===== src/oms_pkg.sv =====
// ----------------------------------------------------------------------------
// oms_pkg
// Types and constants for the overtaking maneuver sequencer.
// ----------------------------------------------------------------------------
package oms_pkg;

	localparam int TIME_BITS_DEF = 16;
	localparam int DIST_W        = 16;
	localparam int ANGLE_W       = 11;
	localparam int SPEED_W       = 3;
	localparam int NOW_W         = 16;

	typedef logic signed [DIST_W-1:0]  dist_t;
	typedef logic signed [ANGLE_W-1:0] angle_t;
	typedef logic signed [SPEED_W-1:0] speed_t;

	typedef enum logic [2:0] {
		PH_FOLLOW       = 3'd0,
		PH_ENTER        = 3'd1,
		PH_PASS_START   = 3'd2,
		PH_CLEAR_WAIT   = 3'd3,
		PH_PARALLEL     = 3'd4,
		PH_RETURN_CHECK = 3'd5,
		PH_RIGHT_TURN   = 3'd6,
		PH_ALIGN        = 3'd7
	} phase_t;

	// distance thresholds, tenths
	localparam dist_t FRONT_MIN      = 16'sd9;
	localparam dist_t FRONT_MAX      = 16'sd90;
	localparam dist_t RIGHT_NEAR_MAX = 16'sd200;
	localparam dist_t BACK_NEAR_MAX  = 16'sd150;
	localparam dist_t FR_CLEAR_MIN   = 16'sd50;
	localparam dist_t FR_PARALLEL    = 16'sd30;
	localparam dist_t FR_NONE_LIMIT  = -16'sd10;
	localparam dist_t FAR_LIMIT      = 16'sd250;
	localparam dist_t SR_NEAR_MIN    = 16'sd10;
	localparam dist_t DIST_ZERO      = 16'sd0;

	// steering angles, tenths of a degree
	localparam angle_t ANG_ENTRY_OFS = -11'sd200;
	localparam angle_t ANG_STRAIGHT  = 11'sd0;
	localparam angle_t ANG_PASS      = 11'sd100;
	localparam angle_t ANG_HARD      = 11'sd250;
	localparam angle_t ANG_CORRECT   = 11'sd120;
	localparam angle_t ANG_NUDGE     = -11'sd10;
	localparam angle_t ANG_BACK      = -11'sd250;
	localparam angle_t ST_LANE_LIM   = 11'sd10;
	localparam angle_t ST_LANE_NEG   = -11'sd10;
	localparam angle_t ST_CURVE_MIN  = 11'sd130;

	localparam speed_t SPD_SLOW   = 3'sd1;
	localparam speed_t SPD_CRUISE = 3'sd2;

	// elapsed-time limits, whole seconds
	localparam int TM_MIN_1S    = 1;
	localparam int TM_CLEAR     = 2;
	localparam int TM_ALIGN_MIN = 2;
	localparam int TM_ALIGN_MAX = 3;
	localparam int TM_TURN_MAX  = 4;

endpackage


===== src/overtake_maneuver_sequencer_core.sv =====
// ----------------------------------------------------------------------------
// overtake_maneuver_sequencer_core
// Lane follow / overtaking phase sequencer, one command word per sensor word.
// ----------------------------------------------------------------------------
// Takes one sensor word per clock while item_stall is low and returns one
// command word per sensor word, in order. A word is captured in an input
// register and the phase step (a handful of compares and a mux) runs between
// that register and the phase and held-command registers, which drive the
// result port directly. Result valid rises when the word leaves the input
// register into the phase and held-command registers; throughput is one
// word per clock as long as the result side does not stall. Elapsed time
// uses the low TIME_BITS bits of now_seconds.
module overtake_maneuver_sequencer_core #(
	parameter int TIME_BITS = oms_pkg::TIME_BITS_DEF
) (
	input  logic                 clk,
	input  logic                 arst_n,
	input  logic                 item_valid,
	output logic                 item_stall,
	input  oms_pkg::dist_t       sonar_front,
	input  oms_pkg::dist_t       sonar_right,
	input  oms_pkg::dist_t       ir_front_right,
	input  oms_pkg::dist_t       ir_back_right,
	input  oms_pkg::angle_t      lane_steer,
	input  oms_pkg::speed_t      lane_speed,
	input  logic [15:0]          now_seconds,
	output logic                 result_valid,
	input  logic                 result_stall,
	output oms_pkg::angle_t      steer_cmd,
	output oms_pkg::speed_t      speed_cmd,
	output logic [2:0]           phase
);
	import oms_pkg::*;

	localparam int NOW_EXT = (TIME_BITS > NOW_W) ? TIME_BITS : NOW_W;

	// input stage
	logic        s1_valid;
	dist_t       sonar_front_s1, sonar_right_s1, ir_front_right_s1, ir_back_right_s1;
	angle_t      lane_steer_s1;
	speed_t      lane_speed_s1;
	logic [15:0] now_s1;

	// state
	phase_t                 phase_q, phase_n;
	logic [TIME_BITS-1:0]   mark_q, mark_n;
	dist_t                  last_fr_q, last_fr_n;
	logic                   no_lane_q, no_lane_n;
	angle_t                 held_angle_q, held_angle_n;
	speed_t                 held_speed_q, held_speed_n;
	logic                   result_valid_q;

	logic                   adv;
	logic                   follow;
	logic [NOW_EXT-1:0]     now_ext;
	logic [TIME_BITS-1:0]   now_t;
	logic [TIME_BITS-1:0]   elapsed;

	assign adv        = s1_valid && (!result_valid_q || !result_stall);
	assign item_stall = s1_valid && !adv;

	always_ff @(posedge clk or negedge arst_n) begin
		if (!arst_n) begin
			s1_valid <= 1'b0;
		end else if (!item_stall) begin
			s1_valid <= item_valid;
		end
	end

	always_ff @(posedge clk) begin
		if (item_valid && !item_stall) begin
			sonar_front_s1    <= sonar_front;
			sonar_right_s1    <= sonar_right;
			ir_front_right_s1 <= ir_front_right;
			ir_back_right_s1  <= ir_back_right;
			lane_steer_s1     <= lane_steer;
			lane_speed_s1     <= lane_speed;
			now_s1            <= now_seconds;
		end
	end

	assign now_ext = NOW_EXT'(now_s1);
	assign now_t   = now_ext[TIME_BITS-1:0];
	assign elapsed = now_t - mark_q;

	assign follow = (phase_q == PH_FOLLOW) &&
		(sonar_front_s1 < FRONT_MIN || sonar_front_s1 > FRONT_MAX);

	always_comb begin
		phase_n      = phase_q;
		mark_n       = mark_q;
		last_fr_n    = last_fr_q;
		no_lane_n    = no_lane_q;
		held_angle_n = held_angle_q;
		held_speed_n = held_speed_q;
		if (follow) begin
			held_angle_n = lane_steer_s1;
			held_speed_n = lane_speed_s1;
		end else begin
			unique case (phase_q)
				PH_FOLLOW: begin
					phase_n      = PH_ENTER;
					held_angle_n = ANG_ENTRY_OFS + (lane_steer_s1 >>> 1);
					held_speed_n = SPD_SLOW;
					mark_n       = now_t;
				end
				PH_ENTER: begin
					if (!(sonar_right_s1 < DIST_ZERO || sonar_right_s1 > RIGHT_NEAR_MAX)) begin
						held_angle_n = ANG_STRAIGHT;
						held_speed_n = SPD_CRUISE;
						phase_n      = PH_PASS_START;
					end
				end
				PH_PASS_START: begin
					if (!(ir_back_right_s1 < DIST_ZERO || ir_back_right_s1 > BACK_NEAR_MAX)) begin
						held_angle_n = ANG_PASS;
						mark_n       = now_t;
						phase_n      = PH_CLEAR_WAIT;
					end
				end
				PH_CLEAR_WAIT: begin
					if (!(elapsed < TIME_BITS'(TM_CLEAR) && ir_front_right_s1 > FR_CLEAR_MIN)) begin
						held_angle_n = ANG_STRAIGHT;
						phase_n      = PH_PARALLEL;
					end
				end
				PH_PARALLEL: begin
					held_speed_n = SPD_CRUISE;
					held_angle_n = ANG_STRAIGHT;
					mark_n       = now_t;
					if (last_fr_q < ir_front_right_s1)
						held_angle_n = ANG_HARD;
					else if (ir_front_right_s1 > ir_back_right_s1)
						held_angle_n = ANG_CORRECT;
					else
						phase_n = PH_RETURN_CHECK;
					if (ir_front_right_s1 < DIST_ZERO || ir_front_right_s1 > FR_PARALLEL)
						phase_n = PH_RETURN_CHECK;
				end
				PH_RETURN_CHECK: begin
					held_angle_n = ANG_NUDGE;
					if (!(elapsed < TIME_BITS'(TM_MIN_1S) ||
						(ir_front_right_s1 > FR_NONE_LIMIT && ir_back_right_s1 < DIST_ZERO) ||
						(ir_front_right_s1 > FR_NONE_LIMIT && ir_front_right_s1 < FAR_LIMIT) ||
						(sonar_right_s1 > SR_NEAR_MIN && sonar_right_s1 < FAR_LIMIT))) begin
						phase_n      = PH_RIGHT_TURN;
						held_angle_n = ANG_HARD;
						mark_n       = now_t;
					end
				end
				PH_RIGHT_TURN: begin
					if (!(elapsed < TIME_BITS'(TM_TURN_MAX) && (elapsed < TIME_BITS'(TM_MIN_1S) ||
						lane_steer_s1 < ST_CURVE_MIN || no_lane_q))) begin
						held_angle_n = ANG_BACK;
						phase_n      = PH_ALIGN;
						mark_n       = now_t;
					end
				end
				PH_ALIGN: begin
					if (!(elapsed < TIME_BITS'(TM_ALIGN_MAX) && (elapsed < TIME_BITS'(TM_ALIGN_MIN) ||
						lane_steer_s1 < ST_LANE_LIM || no_lane_q))) begin
						phase_n = PH_FOLLOW;
					end
				end
			endcase
			last_fr_n = ir_front_right_s1;
			no_lane_n = (lane_steer_s1 < ST_LANE_LIM) && (lane_steer_s1 > ST_LANE_NEG);
		end
	end

	always_ff @(posedge clk or negedge arst_n) begin
		if (!arst_n) begin
			phase_q        <= PH_FOLLOW;
			mark_q         <= '0;
			last_fr_q      <= '0;
			no_lane_q      <= 1'b1;
			held_angle_q   <= ANG_STRAIGHT;
			held_speed_q   <= SPD_CRUISE;
			result_valid_q <= 1'b0;
		end else begin
			if (adv) begin
				phase_q      <= phase_n;
				mark_q       <= mark_n;
				last_fr_q    <= last_fr_n;
				no_lane_q    <= no_lane_n;
				held_angle_q <= held_angle_n;
				held_speed_q <= held_speed_n;
			end
			if (adv)
				result_valid_q <= 1'b1;
			else if (!result_stall)
				result_valid_q <= 1'b0;
		end
	end

	assign result_valid = result_valid_q;
	assign steer_cmd    = held_angle_q;
	assign speed_cmd    = held_speed_q;
	assign phase        = phase_q;

	// state only moves when a word is processed
	a_state_hold: assert property (@(posedge clk) disable iff (!arst_n)
		!adv |=> $stable(phase_q) && $stable(held_angle_q) && $stable(mark_q))
		else $error("state changed without a processed word");

	// phase steps forward by at most one, or wraps from align back to follow
	a_phase_step: assert property (@(posedge clk) disable iff (!arst_n)
		adv |=> (phase_q == $past(phase_q)) ||
			(phase_q == 3'($past(phase_q) + 3'd1)) ||
			(phase_q == PH_FOLLOW && $past(phase_q) == PH_ALIGN))
		else $error("illegal phase transition");

	// in follow mode the lane follower proposal passes straight through
	a_follow_pass: assert property (@(posedge clk) disable iff (!arst_n)
		adv && follow |=> steer_cmd == $past(lane_steer_s1) &&
			speed_cmd == $past(lane_speed_s1) && phase_q == PH_FOLLOW)
		else $error("follow mode did not pass lane command");

endmodule

===== config.mk =====
export PLATFORM = sky130hd
export DESIGN_NAME = overtake_maneuver_sequencer_core
export DESIGN_NICKNAME = d
export VERILOG_FILES = /design/src/oms_pkg.sv /design/src/overtake_maneuver_sequencer_core.sv
export SDC_FILE = /design/constraint.sdc
export NUM_CORES = 1
export LEC_CHECK = 0
export BUFFER_PORTS_ARGS = -buffer_cell sky130_fd_sc_hd__buf_2
export CORE_MARGIN = 1
export CORE_UTILIZATION = 25
export CTS_CLUSTER_DIAMETER = 40
export CTS_CLUSTER_SIZE = 24
export DETAILED_ROUTE_END_ITERATION = 10
export HOLD_SLACK_MARGIN = 0.15
export PLACE_DENSITY_LB_ADDON = 0.2
export SYNTH_ARGS = -nofsm -noshare
export SYNTH_HDL_FRONTEND = slang
export SYNTH_SLANG_ARGS = --single-unit

===== constraint.sdc =====
create_clock -name clk -period 3.3 [get_ports clk]
set_clock_uncertainty 0.2 [all_clocks]
set_input_delay 0.33 -clock clk [delete_from_list [all_inputs] [get_ports clk]]
set_output_delay 0.33 -clock clk [all_outputs]
set_load 0.03 [all_outputs]

==> results of run 1 <==
-- per-stage QoR --
stage                     worst slack, ns   util  instances
after global placement             -0.262  0.299       1193
after CTS                         0.00206  0.351       1323
after global routing              -0.0431  0.356       1324
final                              0.0934  0.356       1324
after detailed placement           -0.298  0.299       1193
after floorplan                     0.149      -        670
-- worst register-to-register path, cell delays in order, from the launching register on --
cell and delay (ns):
edfxtp_1 0.37, inv_2 0.06, ha_4 0.16, fa_2 0.38, nand2b_4 0.16, a21o_1 0.19, buf_4 0.14, nand3_1 0.06
o211ai_1 0.10, xnor2_1 0.28, and4_4 0.31, o211ai_4 0.09, nand3_4 0.13, buf_12 0.15, mux2_4 0.31
-- where the power goes --
part	internal [W]	switching (W)	total, W
Sequential	0.00233	0.000250	0.00258
Clock	0.000982	0.000864	0.00185
Combinational	0.00152	0.00191	0.00344
-- state kept, by name (all words and copies together) (netlist names), 11 cells and up --
name and count:
ir_back_right_s1 16, ir_front_right_s1 16, lane_steer_s1 11, last_fr_q 16, mark_q 16, now_ext 16, sonar_front_s1 16, sonar_right_s1 16
steer_cmd 11
-- synthesized netlist by cell type (all sizes together), types with 2 or more instances --
cell,number,area share
inv,63,0.031
a311oi,3,0.0043
clkbuf,10,0.0050
buf,7,0.0071
o21bai,2,0.0020
a21o,11,0.011
mux2,20,0.030
o41ai,2,0.0033
o211ai,13,0.014
o21a,2,0.0020
a21oi,39,0.026
and4,4,0.0046
a31oi,8,0.0074
nand2b,12,0.0099
a2111oi,5,0.0091
and2,3,0.0025
nor2b,6,0.0050
o2111ai,3,0.0051
a211oi,13,0.015
nor3,15,0.0099
or3,4,0.0033
a21boi,3,0.0030
edfxtp,94,0.37
a221o,3,0.0040
xnor2,7,0.0081
nand4,13,0.011
o221ai,2,0.0023
o21ai,54,0.037
o22ai,3,0.0025
nand2,57,0.028
or2,3,0.0025
o31ai,5,0.0050
and3,4,0.0033
xor2,5,0.0058
ha,47,0.078
nor2,31,0.015
nor4,12,0.0099
dfrtp,50,0.17
nand3,14,0.011
dfstp,2,0.0069
-- cells by family after synthesis --
group                      Yosys count
and+or+nand+nor                    182
AOI/OAI and AO/OA                  180
DFF                                146
buffers and inverters               81
adders and majority gates           48
muxes                               21
xor gates and xnor gates            12
-- routing by layer --
layer | wire length [um] | GRT usage | share of wire
met1 | 9350 | 0.175 | 0.48
met2 | 9360 | 0.218 | 0.48
met3 | 730 | 0.0312 | 0.037
met4 | 235 | 0.0355 | 0.012
met5 | 0 | 0 | 0
-- what timing repair did --
action	in CTS	in global routing
gates resized for setup	9	32
setup buffers	0	1
hold buffers	98	0
pin swaps	5	11
endpoints found under the setup margin	23	30
hold endpoints to repair	148	0
-- worst max path at each step --
stage                           from  slack [ns]                  endpoint  cells past startpoint
5_1_grt         now_ext[0]$_DFFE_PP_       -0.04  steer_cmd[3]$_DFFE_PN0P_                     12
2_1_floorplan  mark_q[0]$_DFFE_PN0P_        0.15    mark_q[10]$_DFFE_PN0P_                     12
3_3_place_gp   mark_q[0]$_DFFE_PN0P_       -0.26  steer_cmd[3]$_DFFE_PN0P_                     11
3_5_place_dp   mark_q[0]$_DFFE_PN0P_       -0.30  steer_cmd[3]$_DFFE_PN0P_                     11
6_report        now_ext[0]$_DFFE_PP_        0.09     mark_q[3]$_DFFE_PN0P_                     14
4_1_cts         now_ext[0]$_DFFE_PP_       0.002     mark_q[3]$_DFFE_PN0P_                     13
-- final cells by class --
| type | instances | share of cell area |
|---|---|---|
| Tap cell | 390 | 0.0461 |
| Sequential cell | 146 | 0.390 |
| Clock buffer | 17 | 0.0402 |
| Multi-Input combinational cell | 443 | 0.311 |
| Timing Repair Buffer | 249 | 0.179 |
| Clock inverter | 15 | 0.0116 |
| Inverter | 64 | 0.0227 |
==> metrics.csv, run 1 <==
stage;metric;value;unit
status;status;completed;
detailed_routing;drcViolationCount;0;
finish;antennaDiodeCount;0;
place;dp_hpwl;14000;um
sta;rsz0062_at_grt;yes;
sta;whs;0.238;ns
clocking;cts_buffers;17;
synth;avgSynthCellArea;11.3;um2
worst_setup_path;cp_slowest_cell;fa_2;
finish;drive_gt1_frac;0.261;
synth;synth_top_family_by_area;compound AO/OA/AOI/OAI gates;
die;die_w;176;um
sta;finalSetupTns;0;ns
synth;synth_compound_area_frac;0.166;
worst_setup_path;worst_setup_path_end_kind;register;
worst_setup_path;startpoint_type;register;
finish;finalNetCount;1067;
die;die_height;176;um
detailed_routing;dr.pass1.iters;4;
sta;period_share;0.972;
synth;syn-cell-area;0.00758;mm2
finish;final_common_cell;buf_2;
synth;ys.flop_type;edfxtp_1;
finish;seq_area;0.00413;mm2
worst_setup_path;critPathMaxFanout;8;
worst_setup_path;slowest_delay;0.38;ns
synth;synth_cell_types;69;
place;gp_congestion;0.788;
detailed_routing;ant_nets;0;
synth;synth_edf_count;94;
worst_setup_path;cp.buffers_inverters;3;
worst_setup_path;cp_top_family;simple AND/OR/NAND/NOR gates;
finish;final_area;0.0106;mm2
power_and_ir_drop;powerDensity;743;mW/mm2
global_routing;antenna_found_initial;0;
global_routing;grt_pass1_wl;31800;um
sta;max_freq;0.312;GHz
clocking;clk_pin_slew;0.07;ns
synth;ys_ff_latch;146;
die;core;0.0297;mm2
power_and_ir_drop;p_total;0.00786;W
die;rows;63;
sta;final_hold_viol_count;0;
sta;period_minus_slack;3.21;ns
place;portBuffers;116;
global_routing;grt_pass1_vias;6043;
detailed_routing;via_per_inst;4.44;
worst_setup_path;crit_type;register to register;
power_and_ir_drop;peakVddDrop;426;uV
min_path;hp-class;primary input to asynchronous set/reset pin;
place;place_area;0.00887;mm2
finish;n_fill_cell;2948;
synth;synth-simple-area-share;0.121;
sta;worst_slew_pin_slew;0.851;ns
finish;synthToLayoutAreaGrowth;39.8;%
synth;synth-xor-area-share;0.0139;
die;design.die.area;0.0310;mm2
sta;slew_headroom;0.433;
clocking;cts_root_buf;clkbuf_16;
finish;multiInputGateArea;0.00329;mm2
worst_setup_path;r2r_end;mark_q[3]$_DFFE_PN0P_;
sta;slew_viol_final;0;
sta;setup_viol;0;
worst_setup_path;crit_arrival;3.31;ns
synth;syn_nets;816;
die;ios;117;
clocking;clk_latency;0.43;ns
flow_run;maxCapViolCount;0;
finish;mostFrequentLayoutCells;116 x buf_2, 98 x dlygate4sd3_1, 94 x edfxtp_1, 62 x inv_1, 57 x nand2_1;
detailed_routing;routed_wl;19700;um
die;start_util;0.255;
global_routing;overflow;0;
detailed_routing;post_drt_wl_per_cell;14.9;um
power_and_ir_drop;p_leak;4.46;nW
synth;yosysSeqAreaShare;0.545;
worst_setup_path;reg2reg_from;now_ext[0]$_DFFE_PP_;
synth;yosys_warnings;0;
worst_setup_path;ff2ff_path_depth;14;
clocking;clkSinkCount;146;
clocking;clk_path_buf_depth;2;
detailed_routing;vias;5885;
clocking;cts_tree;yes;
clocking;htree_levels;4;
worst_setup_path;cp.required;3.41;ns
worst_setup_path;path_cells;inv_2, ha_4, fa_2, nand2b_4, a21o_1, buf_4, nand3_1, o211ai_1, xnor2_1, and4_4, o211ai_4, nand3_4, buf_12, mux2_4;
global_routing;grt_usage;0.133;
synth;async_flop_share;0.356;
synth;synthAdderAreaFrac;0.0803;
detailed_routing;drt-initial-drc-count;377;
synth;muxShareOfSynthArea;0.0310;
global_routing;grt_max_degree;60;
worst_setup_path;r2r_setup_slack;0.09;ns
synth;syn_inst;670;
No activity file was read; power rests on OpenSTA's default activity.
==> run 2, diff against run 1 <==
--- a/config.mk
+++ b/config.mk
@@ -7,7 +7,7 @@
 export LEC_CHECK = 0
 export BUFFER_PORTS_ARGS = -buffer_cell sky130_fd_sc_hd__buf_2
 export CORE_MARGIN = 1
-export CORE_UTILIZATION = 25
+export CORE_UTILIZATION = 52
 export CTS_CLUSTER_DIAMETER = 40
 export CTS_CLUSTER_SIZE = 24
 export DETAILED_ROUTE_END_ITERATION = 10
==> metrics.csv, run 2 (same netlist as run 1, synthesis figures left out) <==
stage;metric;value;unit
clocking;clkSinkCount;146;
worst_setup_path;cp_top_family;compound AO/OA/AOI/OAI gates;
finish;synthToLayoutAreaGrowth;35.7;%
clocking;cts_root_buf;clkbuf_16;
power_and_ir_drop;swShare;0.383;
worst_setup_path;cp.buffers_inverters;2;
finish;n_fill_cell;952;
finish;final_common_cell;buf_2;
detailed_routing;routed_wl;19900;um
place;gp_congestion;0.930;
detailed_routing;dr.pass1.iters;5;
power_and_ir_drop;p_int;0.00483;W
worst_setup_path;cp.required;3.41;ns
global_routing;antenna_found_initial;1;
power_and_ir_drop;p_comb_frac;0.436;
die;core;0.0140;mm2
place;dp_hpwl;12500;um
global_routing;grt_usage;0.276;
global_routing;grt_max_degree;54;
finish;drive_gt1_frac;0.258;
finish;layout.cells.non_filler;1108;
detailed_routing;drt-initial-drc-count;495;
sta;worst_slew_pin_slew;0.949;ns
sta;period_minus_slack;3.18;ns
worst_setup_path;crit_type;register to register;
global_routing;grt_pass1_vias;6508;
finish;utilization;0.732;
detailed_routing;post_drt_wl_per_cell;18.0;um
worst_setup_path;worst_setup_path_end_kind;register;
power_and_ir_drop;powerDensity;762;mW/mm2
global_routing;grt-busiest-layer;met2;
place;portBuffers;116;
finish;finalNetCount;1061;
worst_setup_path;path_cells;inv_1, ha_4, o211ai_1, a31oi_4, o21ai_0, mux2_2, a2111oi_4, o2111ai_2, o21ai_4, buf_4, nor3_1, a211oi_1;
die;die_w;123;um
die;ios;117;
detailed_routing;drcViolationCount;0;
power_and_ir_drop;pwr-share-clk;0.234;
global_routing;grt_pass1_wl;31600;um
clocking;clk_pin_slew;0.06;ns
clocking;clk_latency;0.42;ns
worst_setup_path;startpoint_type;register;
place;place_area;0.00850;mm2
sta;period_share;0.964;
finish;final_area;0.0103;mm2
die;design.die.area;0.0151;mm2
finish;mostFrequentLayoutCells;116 x buf_2, 98 x dlygate4sd3_1, 94 x edfxtp_1, 63 x inv_1, 57 x nand2_1;
min_path;hp-class;register to register;
clocking;htree_levels;4;
worst_setup_path;r2r_end;steer_cmd[8]$_DFFE_PN0P_;
sta;finalSetupTns;0;ns
power_and_ir_drop;peakVddDrop;455;uV
detailed_routing;ant_nets;0;
worst_setup_path;ff2ff_path_depth;12;
power_and_ir_drop;power_frac_seq;0.330;
worst_setup_path;crit_arrival;3.29;ns
sta;max_freq;0.314;GHz
die;start_util;0.540;
min_path;hp-start;speed_cmd[1]$_DFFE_PN1P_;
clocking;cts_buffers;17;
global_routing;grtUsageMet2;0.486;
worst_setup_path;slowest_delay;0.40;ns
worst_setup_path;critPathMaxFanout;7;
worst_setup_path;reg2reg_from;mark_q[2]$_DFFE_PN0P_;
place;numPlacedInstances;975;
status;status;completed;
min_path;min_to;speed_cmd[1]$_DFFE_PN1P_;
sta;rsz0062_at_grt;yes;
global_routing;overflow;0;
worst_setup_path;r2r_setup_slack;0.12;ns
sta;setup_viol;0;
sta;slew_headroom;0.361;
clocking;cts_tree;yes;
sta;slew_viol_final;0;
flow_run;maxCapViolCount;0;
detailed_routing;vias;6215;
worst_setup_path;cp_slowest_cell;mux2_2;
finish;multiInputGateArea;0.00334;mm2
global_routing;globalRouteMet3Util;0.0664;
die;rows;43;
die;die_height;123;um
sta;final_hold_viol_count;0;
power_and_ir_drop;netSwitchingPower;0.00300;W
min_path;holdPathStages;2;
clocking;clk_path_buf_depth;2;
finish;seq_area;0.00413;mm2
power_and_ir_drop;p_leak;4.41;nW
sta;whs;0.276;ns
detailed_routing;via_per_inst;5.61;
global_routing;gr-usage-met1;0.327;
run 2: layer usage:
layer | vias up | wire length (um)
met5 | - | 0
met4 | 0 | 527
met3 | 43 | 930
met2 | 185 | 10200
met1 | 2994 | 8290
li1 | 2993 | -
run 2: how the worst max path moves through the flow:
stage	cells past startpoint	endpoint	slack (ns)	startpoint
floorplan	12	mark_q[10]$_DFFE_PN0P_	0.15	mark_q[0]$_DFFE_PN0P_
global placement	11	mark_q[0]$_DFFE_PN0P_	-0.004	mark_q[0]$_DFFE_PN0P_
detailed placement	12	steer_cmd[8]$_DFFE_PN0P_	-0.14	mark_q[0]$_DFFE_PN0P_
CTS	12	steer_cmd[8]$_DFFE_PN0P_	-0.01	mark_q[0]$_DFFE_PN0P_
global route	12	steer_cmd[8]$_DFFE_PN0P_	-0.03	mark_q[2]$_DFFE_PN0P_
finish	12	steer_cmd[8]$_DFFE_PN0P_	0.12	mark_q[2]$_DFFE_PN0P_
run 2: area by class of cell:
type	instances	area share
sequential	146	0.401
antenna	1	0.000243
multi-input combinational	444	0.325
timing repair buffer	242	0.174
inverter	64	0.0234
clock inverter	14	0.0123
clock buffer	17	0.0414
tap	180	0.0219
run 2: power groups by stage:
stage	registers [W]	clock network (W)	logic, W
final	0.00259	0.00183	0.00341
after global routing	0.00263	0.00191	0.00374
after CTS	0.00258	0.00184	0.00313
after detailed placement	0.00261	0	0.00295
after global placement	0.00259	0	0.00287
after floorplan	0.00272	0	0.00198
run 2: worst min-delay path: stages, from the launching register on:
cell,delay [ns]
dfstp_2,0.37
nand2_1,0.04
o21ai_0,0.06
run 2: metrics by stage:
step	worst slack [ns]	total power (W)
3_3_place_gp	-0.00390	0.00546
4_1_cts	-0.0130	0.00755
2_1_floorplan	0.149	0.00470
6_report	0.120	0.00783
3_5_place_dp	-0.138	0.00555
5_1_grt	-0.0310	0.00828
run 2: timing repair:
action                                  4_1_cts  5_1_grt
setup buffers                                 1        1
hold buffers                                 98        0
cloned                                        1        0
endpoints found under the hold margin       121        0
pin swaps                                     3       13
gates resized for setup                      11       36
endpoints found under the setup margin       27       29
==> run 3, diff against run 2 <==
--- a/config.mk
+++ b/config.mk
@@ -8,11 +8,12 @@
 export BUFFER_PORTS_ARGS = -buffer_cell sky130_fd_sc_hd__buf_2
 export CORE_MARGIN = 1
 export CORE_UTILIZATION = 52
-export CTS_CLUSTER_DIAMETER = 40
+export CTS_CLUSTER_DIAMETER = 100
 export CTS_CLUSTER_SIZE = 24
 export DETAILED_ROUTE_END_ITERATION = 10
 export HOLD_SLACK_MARGIN = 0.15
 export PLACE_DENSITY_LB_ADDON = 0.2
+export SETUP_SLACK_MARGIN = 0.15
 export SYNTH_ARGS = -nofsm -noshare
 export SYNTH_HDL_FRONTEND = slang
 export SYNTH_SLANG_ARGS = --single-unit
==> metrics.csv, run 3 (same netlist as run 1, synthesis figures left out) <==
stage;metric;value;unit
power_and_ir_drop;powerDensity;774;mW/mm2
worst_setup_path;r2r_setup_slack;-0.03;ns
die;die_height;123;um
min_path;hp-class;primary input to asynchronous set/reset pin;
worst_setup_path;cp_top_family;simple AND/OR/NAND/NOR gates;
finish;mostFrequentLayoutCells;116 x buf_2, 98 x dlygate4sd3_1, 94 x edfxtp_1, 63 x inv_1, 51 x nand2_1;
flow_run;maxCapViolCount;0;
sta;period_share;1.01;
clocking;cts_tree;yes;
global_routing;grt_pass1_wl;30900;um
sta;slew_headroom;0.374;
status;status;finished with violations;
worst_setup_path;cp.required;3.40;ns
clocking;clk_latency;0.43;ns
die;die_w;123;um
clocking;clk_pin_slew;0.06;ns
sta;setup_viol;14;
sta;fin_ws;-0.0316;ns
die;rows;43;
finish;n_fill_cell;900;
detailed_routing;ant_nets;0;
detailed_routing;drcViolationCount;0;
place;gp_congestion;0.927;
finish;synthToLayoutAreaGrowth;38.4;%
sta;max_freq;0.300;GHz
finish;final_common_cell;buf_2;
place;numPlacedInstances;974;
sta;slew_viol_final;0;
worst_setup_path;crit_arrival;3.43;ns
finish;layout.cells.non_filler;1114;
detailed_routing;routed_wl;19800;um
detailed_routing;via_per_inst;5.63;
finish;antennaDiodeCount;0;
finish;utilization;0.747;
die;start_util;0.540;
worst_setup_path;cp.buffers_inverters;1;
global_routing;antenna_found_initial;0;
worst_setup_path;slowest_delay;0.39;ns
detailed_routing;post_drt_wl_per_cell;17.8;um
worst_setup_path;worst_setup_path_end_kind;register;
power_and_ir_drop;p_leak;4.51;nW
die;ios;117;
worst_setup_path;critPathMaxFanout;8;
detailed_routing;drt-initial-drc-count;442;
finish;finalNetCount;1068;
global_routing;grt_pass1_vias;6376;
global_routing;overflow;0;
clocking;htree_levels;4;
place;portBuffers;116;
place;place_area;0.00851;mm2
detailed_routing;vias;6272;
clocking;clkSinkCount;146;
finish;multiInputGateArea;0.00336;mm2
worst_setup_path;cp_slowest_cell;dfrtp_1;
place;pre_cts_ws;-0.0775;ns
die;core;0.0140;mm2
global_routing;grt_max_degree;62;
sta;period_minus_slack;3.33;ns
sta;worst_slew_pin_slew;0.930;ns
worst_setup_path;crit_type;register to register;
status;violations;negative setup slack;
place;dp_hpwl;12200;um
sta;final_hold_viol_count;0;
worst_setup_path;startpoint_type;register;
finish;final_area;0.0105;mm2
global_routing;grt_usage;0.275;
finish;seq_area;0.00413;mm2
die;design.die.area;0.0151;mm2
power_and_ir_drop;peakVddDrop;749;uV
sta;rsz0062_at_grt;yes;
clocking;cts_root_buf;clkbuf_16;
worst_setup_path;path_cells;ha_2, fa_2, nand2b_4, buf_6, a2111oi_4, nand4b_1, nor4_2, and3_4, o211ai_4, nand3_4, mux2_1;
clocking;clk_path_buf_depth;2;
detailed_routing;dr.pass1.iters;5;
finish;drive_gt1_frac;0.271;
clocking;cts_buffers;17;
power_and_ir_drop;p_total;0.00812;W
run 3: changes by cell type in the layout (fill, tap and decap cells not counted), sizes merged:
cell	delta
clkbuf	+2
clkinvlp	+1
diode	-1
inv	-1
bufinv	+2
clkinv	-2
buf	+5
run 3: worst reg2reg max path: stages (launching register included):
cell and delay (ns):
dfrtp_1 0.39, ha_2 0.21, fa_2 0.39, nand2b_4 0.16
buf_6 0.11, a2111oi_4 0.32, nand4b_1 0.17, nor4_2 0.28
and3_4 0.26, o211ai_4 0.12, nand3_4 0.22, mux2_1 0.36
run 3: report_power, final:
| part | internal (W) | switching [W] | total, W |
|---|---|---|---|
| clock | 0.00120 | 0.000794 | 0.00199 |
| sequential | 0.00234 | 0.000265 | 0.00260 |
| combinational | 0.00154 | 0.00199 | 0.00353 |
run 3: timing repair:
item | in CTS | in global routing
gates resized for setup | 31 | 34
hold buffers | 98 | 0
gates cloned | 1 | 2
endpoints found under the setup margin | 30 | 30
pin swaps | 12 | 18
buffers inserted | 3 | 5
hold endpoints to repair | 122 | 0
run 3: per-stage QoR:
step | TNS (ns) | hold slack [ns]
floorplan | 0 | -0.166
CTS | -0.0808 | 0.282
detailed placement | -1.51 | 0.213
finish | -0.244 | 0.285
global route | -2.85 | 0.299
global placement | 0 | 0.192
run 3: path summary, 6_finish.rpt:
check | start | end | depth (start not counted)
max | mark_q[0]$_DFFE_PN0P_ | mark_q[8]$_DFFE_PN0P_ | 11
min reg2reg | no_lane_q$_DFFE_PN1P_ | no_lane_q$_DFFE_PN1P_ | 2
max in group asynchronous | arst_n | no_lane_q$_DFFE_PN1P_ | 3
min | arst_n | mark_q[9]$_DFFE_PN0P_ | 2
max reg2reg | mark_q[0]$_DFFE_PN0P_ | mark_q[8]$_DFFE_PN0P_ | 11
min in group clk | no_lane_q$_DFFE_PN1P_ | no_lane_q$_DFFE_PN1P_ | 2
run 3: layout make-up:
type                       instances  share of cell area
clock buffer                      17              0.0406
multi-input combinational        444               0.321
inverter                          64              0.0229
clock inverter                    14              0.0171
timing repair buffer             249               0.184
tap                              180              0.0215
sequential                       146               0.394
run 3: routing by layer:
layer  wire [um]  global-route usage
met1        8050               0.318
met2       10100               0.473
met3        1130              0.0822
met4         450               0.114
met5           0                   0
